`src/design/ifr_pkg.sv`:
```
// ----------------------------------------------------------------------------
// ifr_pkg
// shared types, sizes and codes of the image flip / rotate / invert core
// ----------------------------------------------------------------------------
package ifr_pkg;

   // frame store and image size limits
   localparam int FRAME_BYTES = 262144;
   localparam int ADDR_W      = $clog2(FRAME_BYTES);
   localparam int MAX_DIM     = 4096;
   localparam int POS_W       = $clog2(MAX_DIM);
   localparam int DIM_W       = 13;
   localparam int BPP_W       = 2;
   localparam int MAX_BPP     = 3;
   localparam int BYTE_W      = 8;
   localparam int MODE_W      = 3;
   localparam int PROD_W      = 2 * DIM_W;
   localparam int COUNT_W     = $clog2(MAX_DIM * MAX_DIM * MAX_BPP + 1);

   // register port
   localparam int CSR_IDX_W  = 3;
   localparam int CSR_DATA_W = DIM_W;

   localparam logic [CSR_IDX_W-1:0] REG_IMAGE_WIDTH  = 3'd0;
   localparam logic [CSR_IDX_W-1:0] REG_IMAGE_HEIGHT = 3'd1;
   localparam logic [CSR_IDX_W-1:0] REG_BYTES_PER_PX = 3'd2;
   localparam logic [CSR_IDX_W-1:0] REG_MAX_LEVEL    = 3'd3;
   localparam logic [CSR_IDX_W-1:0] REG_MODE         = 3'd4;

   // transform codes
   localparam logic [MODE_W-1:0] MODE_INVERT    = 3'd0;
   localparam logic [MODE_W-1:0] MODE_HMIRROR   = 3'd1;
   localparam logic [MODE_W-1:0] MODE_VMIRROR   = 3'd2;
   localparam logic [MODE_W-1:0] MODE_ROT_LEFT  = 3'd3;
   localparam logic [MODE_W-1:0] MODE_ROT_RIGHT = 3'd4;

   // request function codes
   localparam logic FUNC_WRITE = 1'b0;
   localparam logic FUNC_READ  = 1'b1;

   // effective configuration, sizes already clamped
   typedef struct packed {
      logic [DIM_W-1:0]  width;
      logic [DIM_W-1:0]  height;
      logic [BPP_W-1:0]  bpp;
      logic [BYTE_W-1:0] max_level;
      logic [MODE_W-1:0] mode;
   } cfg_type;

   typedef enum logic [2:0] {
      ST_IDLE,
      ST_SRC,
      ST_MUL,
      ST_SCALE,
      ST_MEM,
      ST_RESP
   } state_type;

endpackage

```
`src/design/ifr_mul.sv`:
```
// ----------------------------------------------------------------------------
// ifr_mul
// shared registered multiplier for frame size and row offset
// ----------------------------------------------------------------------------
module ifr_mul (
   input  logic                         clock,
   input  logic [ifr_pkg::DIM_W-1:0]    op_a,
   input  logic [ifr_pkg::DIM_W-1:0]    op_b,
   output logic [ifr_pkg::PROD_W-1:0]   prod
);

   logic [ifr_pkg::PROD_W-1:0] prod_ff, prod_in;

   always_comb begin
      prod_in = ifr_pkg::PROD_W'(op_a) * ifr_pkg::PROD_W'(op_b);
   end

   always_ff @(posedge clock) begin
      prod_ff <= prod_in;
   end

   assign prod = prod_ff;

endmodule

```
`config.mk`:
```
export PLATFORM = sky130hd
export DESIGN_NAME = ifr_mul
export DESIGN_NICKNAME = d
export VERILOG_FILES = /design/src/design/ifr_pkg.sv /design/src/design/ifr_mul.sv
export SDC_FILE = /design/constraint.sdc
export NUM_CORES = 1
export LEC_CHECK = 0
export BUFFER_PORTS_ARGS = -buffer_cell sky130_fd_sc_hd__buf_2
export CAP_MARGIN = 10
export CORE_MARGIN = 10
export CORE_UTILIZATION = 37
export CTS_BUF_LIST = sky130_fd_sc_hd__clkbuf_4 sky130_fd_sc_hd__clkbuf_8
export CTS_CLUSTER_SIZE = 40
export DETAILED_ROUTE_END_ITERATION = 10
export PLACE_DENSITY = 0.62
export SYNTH_ARGS = -nofsm -noshare
export SYNTH_HDL_FRONTEND = slang
export SYNTH_SLANG_ARGS = --single-unit
```
`constraint.sdc`:
```
create_clock -name clock -period 4.88 [get_ports clock]
set_input_delay 0.732 -clock clock [delete_from_list [all_inputs] [get_ports clock]]
set_output_delay 0.732 -clock clock [all_outputs]
set_load 0.1 [all_outputs]
```
==> out/metrics.csv <==
stage;metric;value;unit
worst_setup_path;Most Frequent Cell on Critical Path;fa_1;
sta;highest clock rate;205.2;MHz
worst_setup_path;Startpoint Class;input pin;
run_status;status;finished, final reports clean;
clocking;TritonCTS Sinks;26;
layout;number of flip-flops in the largest register;26;
sta;measured slew at the worst slew-check pin;0.4973;ns
die;Die Width;149.9;um
global_route;largest net degree at the start of global routing;16;
place;HPWL Detailed;12.64;mm
die;FP Rows;47;
route;1st-pass router iterations;4;
route;DR vias/cell;4.691;
sta;Final min period;4.873;ns
clocking;Num CTS Buffers;3;
logic_synthesis;number of synthesized flops with an enable pin;0;
global_route;first-pass GRT wire length;24.55;mm
logic_synthesis;share of the synthesized area in the top cell type;38.79;%
die;Die ar.;22470;um2
clocking;clock slew at reported path FFs;0.09;ns
die;Die Y;149.9;um
clocking;CTS root buf;clkbuf_8;
global_route;vias in the first global route;5339;
logic_synthesis;fraction of registers with async set/reset;0;%
sta;final setup violation count;0;
sta;final hold violations;0;
clocking;CTS tree;done;
worst_setup_path;Worst path top cell family by delay;adder cells;
route;DRC;0;
sta;normalized max-slew margin;67.07;%
route;DRT antenna net count;0;
clocking;CTS Hold Bufs;0;
die;Core Footprint;16580;um2
logic_synthesis;area leader, netlist;fa_1;
logic_synthesis;synthesized flop and latch total;26;
worst_setup_path;slowest CP cell;fa_1;
worst_setup_path;CP max FO;4;
clocking;htree depth;1;
route;via total after detailed routing;4930;
layout;area growth from synthesis to layout;26.79;%
logic_synthesis;syn_nets;924;
layout;Inserted Diodes;0;
worst_setup_path;CP Data Required Time;5.05;ns
route;DRT Wirelength;14.71;mm
layout;commonest non-fill, non-tap cell in the layout;inv_1;
logic_synthesis;Synth Instances;705;
worst_setup_path;worst-path cell chain;buf_4, and2_4, fa_1, inv_1, fa_1, inv_1, fa_1, inv_1, fa_1, fa_1, inv_2, ha_4, a21o_4, a31o_4, a21bo_4, a31oi_4, a31oi_2, xor2_1;
global_route;Overflow after GRT;0;
sta;Final Cycle Share;99.87;%
place;RD Place Congestion;0.8564;
logic_synthesis;syn avg cell area;8.858;um2
sta;Sum Neg Setup Slack;0;ns
route;initial drt markers;150;
logic_synthesis;Cell Area, Synth;6245;um2
worst_setup_path;CP Class;input pin to flop;
global_route;Total GRT Usage;13.36;%
worst_setup_path;Bufs and invs on worst path;5;
worst_setup_path;CP max stage delay;0.53;ns
sta;Slew Viols, Final;0;
logic_synthesis;post-synthesis sequential area ratio;8.335;%
logic_synthesis;ranking of synthesized cells by area;fa_1, ha_1, inv_1, and2_1, dfxtp_1;
sta;RSZ-0062 raised after global routing;true;
layout;final net count;1051;
die;Initial Util;37.66;%
layout;most frequent cells in the layout;inv_1, fa_1, nand2_1, buf_4, and2_1;
run;Max-Cap Viols;0;
logic_synthesis;Warnings, synthesis;0;
layout;Filler Cell Count;1654;
logic_synthesis;synth unique cells;40;
layout;share of cells above drive strength 1;26.71;%
route;drt wl/cell;13.99;um
place;I/O Buffers;52;
worst_setup_path;WP data arrival;5.05;ns
clocking;Longest Clk Path Bufs;2;
worst_hold_path;Hold Crit Class;input pin to flop;
die;Boundary Pins;53;
worst_setup_path;Crit. End Element;flop;
global_route;initial antenna violation count;0;
logic_synthesis;Most used DFF post-synth;dfxtp_1;
## timing repair
action	in CTS	in global routing
hold endpoints to repair	0	0
pin swaps	10	38
resized for setup	4	75
gates cloned	0	1
buffers inserted	0	6
setup endpoints to repair	6	12
## final timing paths
| check | from | to | slack, ns | cells after the start |
|---|---|---|---|---|
| min | op_b[1] | prod[1] | 0.83 | 3 |
| max | op_b[3] | prod[22] | 0.007 | 18 |
## cell families after synthesis
family,count (synthesis),synth area share (%)
adders and majority gates,192,53.02
xor gates and xnor gates,20,2.805
muxes,1,0.1803
buffers and inverters,202,12.28
and+or+nand+nor,202,16.07
AOI/OAI and AO/OA,62,7.313
DFF,26,8.335
## metrics by stage
step | setup slack [ns] | hold WS, ns | utilization [%] | cell area (um2) | std cells
2_1_floorplan | -0.1700 | 0.8593 | - | 6414 | 705
4_1_cts | -0.01007 | 0.8319 | 45.63 | 7567 | 1045
3_5_place_dp | -0.3893 | 1.150 | 45.08 | 7476 | 1041
6_report | 0.006513 | 0.8251 | 47.74 | 7918 | 1051
3_3_place_gp | -0.3586 | 1.149 | 45.08 | 7476 | 1041
5_1_grt | -0.08626 | 0.8466 | 47.74 | 7918 | 1051
## area by class of cell
type / count / area, um2 / share of cell area [%]
Sequential cell: 26 / 520.5 / 6.574
Timing Repair Buffer: 151 / 1129 / 14.25
Tap cell: 220 / 275.3 / 3.477
Clock inverter: 1 / 30.03 / 0.3793
Inverter: 173 / 649.4 / 8.202
Multi-Input combinational cell: 477 / 5273 / 66.59
Clock buffer: 3 / 41.29 / 0.5215
## cell usage after synthesis, types with 4 or more instances
library cell and count:
o21a_1 4, o21ai_1 6, xor2_1 7, a21o_1 10, nand2_1 92, inv_1 173, nor2_1 11, ha_1 71
fa_1 121, xnor2_1 13, a21oi_1 16, a31oi_1 5, and2_1 85, nand3_1 4, dfxtp_1 26, clkbuf_1 27
## worst min-delay path: cells and delay by family
kind | cells | cell delay, ns
simple gates | 1 | 0.12
fa+ha+maj | 1 | 0.11
buf+inv | 1 | 0.12
## routing by layer
layer,vias to the layer above,track usage (%),share of wire [%]
met5,-,0,0
met4,0,2.041,0.95
met3,14,1.963,3.0
met1,2510,15.34,40
li1,2344,-,-
met2,62,25.78,56
Power is left out: the tool's default activity adds up to more than one toggle a clock period on the data nets, which glitch-free logic cannot reach.
