==> config.mk <==
export PLATFORM = sky130hd
export DESIGN_NAME = ifr_csr
export DESIGN_NICKNAME = d
export VERILOG_FILES = /design/src/design/ifr_pkg.sv /design/src/design/ifr_csr.sv
export SDC_FILE = /design/constraint.sdc
export NUM_CORES = 1
export LEC_CHECK = 0
export ABC_AREA = 1
export BUFFER_PORTS_ARGS = -buffer_cell sky130_fd_sc_hd__clkbuf_2
export CORE_MARGIN = 8
export CORE_UTILIZATION = 40
export CTS_BUF_LIST = sky130_fd_sc_hd__clkbuf_4
export CTS_CLUSTER_DIAMETER = 100
export DETAILED_ROUTE_END_ITERATION = 10
export HOLD_SLACK_MARGIN = 0.08
export PLACE_DENSITY = 0.66
export SLEW_MARGIN = 15
export SYNTH_ARGS = -nofsm -noshare
export SYNTH_HDL_FRONTEND = slang
export SYNTH_SLANG_ARGS = --single-unit
==> constraint.sdc <==
create_clock -name clock -period 2.4 [get_ports clock]
set_input_delay 0.48 -clock clock [delete_from_list [all_inputs] [get_ports clock]]
set_output_delay 0.48 -clock clock [all_outputs]
set_load 0.03 [all_outputs]
==> src/design/ifr_pkg.sv <==
// ----------------------------------------------------------------------------
// ifr_pkg
// shared types, sizes and codes of the image flip / rotate / invert core
// ----------------------------------------------------------------------------
package ifr_pkg;

   // frame store and image size limits
   localparam int FRAME_BYTES = 262144;
   localparam int ADDR_W      = $clog2(FRAME_BYTES);
   localparam int MAX_DIM     = 4096;
   localparam int POS_W       = $clog2(MAX_DIM);
   localparam int DIM_W       = 13;
   localparam int BPP_W       = 2;
   localparam int MAX_BPP     = 3;
   localparam int BYTE_W      = 8;
   localparam int MODE_W      = 3;
   localparam int PROD_W      = 2 * DIM_W;
   localparam int COUNT_W     = $clog2(MAX_DIM * MAX_DIM * MAX_BPP + 1);

   // register port
   localparam int CSR_IDX_W  = 3;
   localparam int CSR_DATA_W = DIM_W;

   localparam logic [CSR_IDX_W-1:0] REG_IMAGE_WIDTH  = 3'd0;
   localparam logic [CSR_IDX_W-1:0] REG_IMAGE_HEIGHT = 3'd1;
   localparam logic [CSR_IDX_W-1:0] REG_BYTES_PER_PX = 3'd2;
   localparam logic [CSR_IDX_W-1:0] REG_MAX_LEVEL    = 3'd3;
   localparam logic [CSR_IDX_W-1:0] REG_MODE         = 3'd4;

   // transform codes
   localparam logic [MODE_W-1:0] MODE_INVERT    = 3'd0;
   localparam logic [MODE_W-1:0] MODE_HMIRROR   = 3'd1;
   localparam logic [MODE_W-1:0] MODE_VMIRROR   = 3'd2;
   localparam logic [MODE_W-1:0] MODE_ROT_LEFT  = 3'd3;
   localparam logic [MODE_W-1:0] MODE_ROT_RIGHT = 3'd4;

   // request function codes
   localparam logic FUNC_WRITE = 1'b0;
   localparam logic FUNC_READ  = 1'b1;

   // effective configuration, sizes already clamped
   typedef struct packed {
      logic [DIM_W-1:0]  width;
      logic [DIM_W-1:0]  height;
      logic [BPP_W-1:0]  bpp;
      logic [BYTE_W-1:0] max_level;
      logic [MODE_W-1:0] mode;
   } cfg_type;

   typedef enum logic [2:0] {
      ST_IDLE,
      ST_SRC,
      ST_MUL,
      ST_SCALE,
      ST_MEM,
      ST_RESP
   } state_type;

endpackage

==> src/design/ifr_csr.sv <==
// ----------------------------------------------------------------------------
// ifr_csr
// configuration registers with size clamping
// ----------------------------------------------------------------------------
module ifr_csr (
   input  logic                            clock,
   input  logic                            reset,
   input  logic                            wr_en,
   input  logic [ifr_pkg::CSR_IDX_W-1:0]   wr_index,
   input  logic [ifr_pkg::CSR_DATA_W-1:0]  wr_data,
   output ifr_pkg::cfg_type                cfg
);

   logic [ifr_pkg::DIM_W-1:0]  width_ff,  width_in;
   logic [ifr_pkg::DIM_W-1:0]  height_ff, height_in;
   logic [ifr_pkg::BPP_W-1:0]  bpp_ff,    bpp_in;
   logic [ifr_pkg::BYTE_W-1:0] level_ff,  level_in;
   logic [ifr_pkg::MODE_W-1:0] mode_ff,   mode_in;

   always_comb begin
      width_in  = width_ff;
      height_in = height_ff;
      bpp_in    = bpp_ff;
      level_in  = level_ff;
      mode_in   = mode_ff;
      if (wr_en) begin
         unique case (wr_index)
            ifr_pkg::REG_IMAGE_WIDTH:  width_in  = wr_data[ifr_pkg::DIM_W-1:0];
            ifr_pkg::REG_IMAGE_HEIGHT: height_in = wr_data[ifr_pkg::DIM_W-1:0];
            ifr_pkg::REG_BYTES_PER_PX: bpp_in    = wr_data[ifr_pkg::BPP_W-1:0];
            ifr_pkg::REG_MAX_LEVEL:    level_in  = wr_data[ifr_pkg::BYTE_W-1:0];
            ifr_pkg::REG_MODE:         mode_in   = wr_data[ifr_pkg::MODE_W-1:0];
            default: ;
         endcase
      end
   end

   always_ff @(posedge clock) begin
      if (reset) begin
         width_ff  <= ifr_pkg::DIM_W'(1);
         height_ff <= ifr_pkg::DIM_W'(1);
         bpp_ff    <= ifr_pkg::BPP_W'(1);
         level_ff  <= {ifr_pkg::BYTE_W{1'b1}};
         mode_ff   <= ifr_pkg::MODE_INVERT;
      end else begin
         width_ff  <= width_in;
         height_ff <= height_in;
         bpp_ff    <= bpp_in;
         level_ff  <= level_in;
         mode_ff   <= mode_in;
      end
   end

   // clamp sizes to 1..max, zero bytes per pixel acts as one
   always_comb begin
      cfg.width = width_ff;
      if (width_ff == '0) begin
         cfg.width = ifr_pkg::DIM_W'(1);
      end else if (width_ff > ifr_pkg::DIM_W'(ifr_pkg::MAX_DIM)) begin
         cfg.width = ifr_pkg::DIM_W'(ifr_pkg::MAX_DIM);
      end
      cfg.height = height_ff;
      if (height_ff == '0) begin
         cfg.height = ifr_pkg::DIM_W'(1);
      end else if (height_ff > ifr_pkg::DIM_W'(ifr_pkg::MAX_DIM)) begin
         cfg.height = ifr_pkg::DIM_W'(ifr_pkg::MAX_DIM);
      end
      cfg.bpp       = (bpp_ff == '0) ? ifr_pkg::BPP_W'(1) : bpp_ff;
      cfg.max_level = level_ff;
      cfg.mode      = mode_ff;
   end

endmodule

==> results.cfg, run 1 <==
[run_status]
outcome = finished clean

[placed_design]
hpwlAfterDp_mm = 3.27
place_congestion = 0.754
pre_cts_ws_ns = 0.599
io_buffers = 57

[drt]
vias = 1676
antenna_left = 0
route.detailed.drc = 0
drt_iter0_drc = 143
wl_mm = 4.52
vias_per_cell = 4.84
dr.pass1.iters = 5
post_drt_wl_per_cell_um = 13.1

[finish]
drive_gt1_share_pct = 25.2
final_common_cell = nor2_1
diodes = 0
layout_common_cells = nor2_1 (64), clkbuf_2 (57), dfxtp_1 (39)
synthToLayoutAreaGrowth_pct = 18.4
fillers = 454
fin_nets = 312

[floorplanning]
rows = 24
die_h_um = 82.3
core_area_mm2 = 0.00429
start_util_pct = 40.9
die_area_mm2 = 0.00677
die_x_um = 82.3
pin_count = 58

[yosys]
synth_cell_type_count = 23
yosys-top-cells-area = dfxtp_1 (44%), nor2_1 (14%), o21ai_0 (8.3%), nand2_1 (7.5%), a21boi_1 (4.3%)
yosys_warnings = 0
synth_top_cell_area_share_pct = 44.4
synth.avg_cell_area_um2 = 7.23
syn_inst = 243
synth_fp_nets = 262
ys_ff_latch = 39
ys_seq_area_share_pct = 44.4
post-synth-top-area-cell = dfxtp_1
syn_area_mm2 = 0.00176

[global_route]
antenna_found_initial = 0
grt_max_degree = 40
grt_pass1_vias = 1664
overflow = 0
grt_pass1_wl_mm = 7.38
grt_usage_pct = 14.1

[sta]
setup_violations = 0
maxSlewViolCount = 0
rsz0062_at_grt = false
fin_crit_ns = 2.17
holdWs_ns = 0.392
setup_tns_ns = 0
fmax_mhz = 460
maxSlewHeadroom_pct = 67.0
clock_skew_ns = 0
worst_pin_slew_ns = 0.495
setup_ws_ns = 0.226
fin_crit_sh_pct = 90.6
hold_viol_final = 0

[clock_network]
clockBufferDepth = 2
cts_resized = 0
ctsHoldBuffers = 0
h-tree-depth = 2
worstSkewPairLatency_ns = 0.34
cts_tree = built
cts_buffers = 5
cts_sinks = 39
postCtsSetupRepairBufs = 0
path_clk_slew_ns = 0.11
cts-root-buf = clkbuf_4

[power_and_ir_drop]
p_per_area_mw_per_mm2 = 578
ir_drop_uv = 261
power_leakage_uw = 0.000992
total_power_uw = 1200

[setup_path]
slowest_delay_ns = 0.35
crit_fanout = 11
crit_required_ns = 1.92
cp-start-kind = flop
criticalPathCategory = reg -> out
arrival_ns = 1.69
path_cells = nor2_1, nand2_1, nor2_1, nand2_1, a21boi_1, clkbuf_2
cp_slowest_cell = dfxtp_1
end_kind = primary output

[run]
drv_cap = 0

[min_path]
hold_class = in -> reg
==> cell families after synthesis <==
group                  count (synthesis)  synth area share [%]
buffers and inverters                 34                  9.11
AND/OR/NAND/NOR                      115                  27.7
AO/OA/AOI/OAI                         55                  18.8
flip-flops                            39                  44.4
==> power by group <==
| group | total (µW) | switching, µW | internal [µW] |
|---|---|---|---|
| Clock | 325 | 205 | 120 |
| Combinational | 191 | 130 | 61.0 |
| Sequential | 688 | 17.7 | 670 |
==> metal layers <==
layer,GRT usage (%),share of wire (%)
met1,17.4,47
met2,22.0,44
met3,4.55,7.4
met4,5.79,1.0
met5,0,0
==> synthesized netlist by cell type, drive strengths merged <==
| cell type | n |
|---|---|
| a21boi | 18 |
| a21oi | 6 |
| buf | 8 |
| clkbuf | 7 |
| clkinv | 1 |
| dfxtp | 39 |
| inv | 18 |
| nand2 | 36 |
| nand3 | 12 |
| nor2 | 66 |
| nor3 | 1 |
| o211ai | 2 |
| o21ai | 29 |
==> area by class of cell <==
type	count	area, µm²	area share [%]
tap	52	65.1	3.13
clock inverter	2	7.51	0.361
timing repair buffer	58	293	14.1
clock buffer	6	45.0	2.16
sequential	39	781	37.5
inverter	19	72.6	3.49
multi-input combinational	170	817	39.3
==> worst max-delay path: cells and delay by family, from the launching register on <==
family / cells / cell delay (ns)
buf+inv: 1 / 0.24
simple gates: 4 / 0.52
flops: 1 / 0.35
compound gates: 1 / 0.25
==> metrics by stage <==
step | std cells | area, µm² | utilization (%)
floorplan | 243 | 1760 | -
global placement | 338 | 2030 | 47.2
detailed placement | 338 | 2030 | 47.2
CTS | 346 | 2080 | 48.5
global route | 346 | 2080 | 48.5
finish | 346 | 2080 | 48.5
==> registers in the layout (all words and copies together) (netlist names) <==
register   flops
height_ff     13
width_ff      13
level_ff       8
mode_ff        3
bpp_ff         2
==> worst paths after layout <==
kind                     start  slack, ns           end  depth (start not counted)
setup / recovery   width_ff[6]       0.23       cfg[28]                          6
hold / removal      wr_data[6]       0.39   level_ff[6]                          3
setup reg to reg  width_ff[12]       1.50  width_ff[12]                          2
hold reg to reg     mode_ff[0]       0.45    mode_ff[0]                          2
No activity file was read; power rests on OpenSTA's default activity.
==> run 2, diff against run 1 <==
--- a/config.mk
+++ b/config.mk
@@ -14,6 +14,7 @@
 export DETAILED_ROUTE_END_ITERATION = 10
 export HOLD_SLACK_MARGIN = 0.08
 export PLACE_DENSITY = 0.66
+export REMOVE_ABC_BUFFERS = 1
 export SLEW_MARGIN = 15
 export SYNTH_ARGS = -nofsm -noshare
 export SYNTH_HDL_FRONTEND = slang
==> results.cfg, run 2 (synthesized netlist as in run 1, its figures left out) <==
[global_route]
grt_pass1_wl_mm = 6.94
overflow = 0
grt_pass1_vias = 1512
grt_usage_pct = 13.2
grt_max_degree = 40
antenna_found_initial = 0

[drt]
antenna_left = 0
vias_per_cell = 4.68
wl_met2_mm = 1.82
drt_iter0_drc = 83
vias = 1618
post_drt_wl_per_cell_um = 12.4
route.detailed.drc = 0
top_layer = met4
dr.pass1.iters = 4
dr_wl_met3_um = 374
wl_mm = 4.28
met1_length_mm = 2.07

[sta]
fin_crit_ns = 2.12
clock_skew_ns = 0
setup_violations = 0
maxSlewViolCount = 0
maxSlewHeadroom_pct = 69.3
setup_ws_ns = 0.276
fin_crit_sh_pct = 88.5
hold_viol_final = 0
rsz0062_at_grt = false
fmax_mhz = 471
setup_tns_ns = 0
worst_pin_slew_ns = 0.460

[finish]
regArea_um2 = 781
design_area_mm2 = 0.00208
layout_common_cells = nor2_1 (64), clkbuf_2 (57), dfxtp_1 (39)
final_common_cell = nor2_1
drive_gt1_share_pct = 25.2
synthToLayoutAreaGrowth_pct = 18.4
fin_nets = 312
multi_input_comb_area_um2 = 817
post-route-util_pct = 48.5
final_cells = 346
fillers = 463
top_regs = height_ff (13), width_ff (13), level_ff (8)
diodes = 0

[min_path]
hold_class = in -> reg
hold_depth = 3

[floorplanning]
pin_count = 58
rows = 24
start_util_pct = 40.9
core_area_mm2 = 0.00429
die_h_um = 82.3
die_x_um = 82.3
die_area_mm2 = 0.00677

[power_and_ir_drop]
p_per_area_mw_per_mm2 = 577
ir_drop_uv = 307
power_leakage_uw = 0.000992

[setup_path]
criticalPathCategory = reg -> out
arrival_ns = 1.64
rr_endpoint = width_ff[12]
crit_required_ns = 1.92
crit-reg2reg-launch = width_ff[12]
cp-start-kind = flop
end_kind = primary output
rrSetupSlack_ns = 1.52
reg2regPathDepth = 2
critPathCapture = cfg[27]
crit_fanout = 11
critPathLaunch = width_ff[7]

[placed_design]
place_congestion = 0.754
hpwlAfterDp_mm = 3.16
place_area_mm2 = 0.00203
dp.cells = 338
io_buffers = 57
pre_cts_ws_ns = 0.641

[clock_network]
ctsHoldBuffers = 0
worstSkewPairLatency_ns = 0.33
clockBufferDepth = 2
path_clk_slew_ns = 0.11
h-tree-depth = 2
cts_sinks = 39
cts_resized = 0
cts_tree = built
cts_buffers = 5
postCtsSetupRepairBufs = 0
cts-root-buf = clkbuf_4

[run]
drv_cap = 0

[run_status]
outcome = finished clean
==> run 2: cell counts in the layout (fill, tap and decap cells not counted) <==
Identical to the previous run, type by type.
==> run 2: how the worst min path moves through the flow <==
| stage | startpoint | end | slack, ns |
|---|---|---|---|
| after floorplan | width_ff[10] | width_ff[10] | 0.45 |
| after global placement | mode_ff[1] | mode_ff[1] | 0.43 |
| after detailed placement | mode_ff[2] | mode_ff[2] | 0.43 |
| after CTS | wr_data[3] | level_ff[3] | 0.38 |
| after global routing | wr_data[5] | level_ff[5] | 0.37 |
| final | wr_data[3] | level_ff[3] | 0.39 |
==> run 2: metrics by stage <==
stage	power, µW	hold slack [ns]
5_1_grt	1280	0.371
6_report	1200	0.391
4_1_cts	1220	0.379
3_3_place_gp	892	0.432
2_1_floorplan	824	0.447
3_5_place_dp	893	0.434
==> run 2: layout make-up <==
class                      instances  area share, %
clock buffer                       6           2.16
inverter                          19           3.49
timing repair buffer              58           14.1
multi-input combinational        170           39.3
clock inverter                     2          0.361
tap                               52           3.13
sequential                        39           37.5
==> run 2: power breakdown <==
part / switching [µW] / internal (µW)
clock: 204 / 120
combinational: 128 / 61.0
sequential: 17.3 / 670
total: 349 / 851
==> run 2: critical path: stages, from the launching register on <==
cell and delay [ns]:
dfxtp_1 0.35, nor2_1 0.09, nand2_1 0.06, nor2_1 0.13, nand2_1 0.23, a21boi_1 0.22, clkbuf_2 0.23
==> run 2: per-layer routing <==
layer,up-vias,global-route usage [%]
met1,697,17.1
met5,-,0
met2,46,19.3
met3,2,6.06
met4,0,3.68
li1,873,-
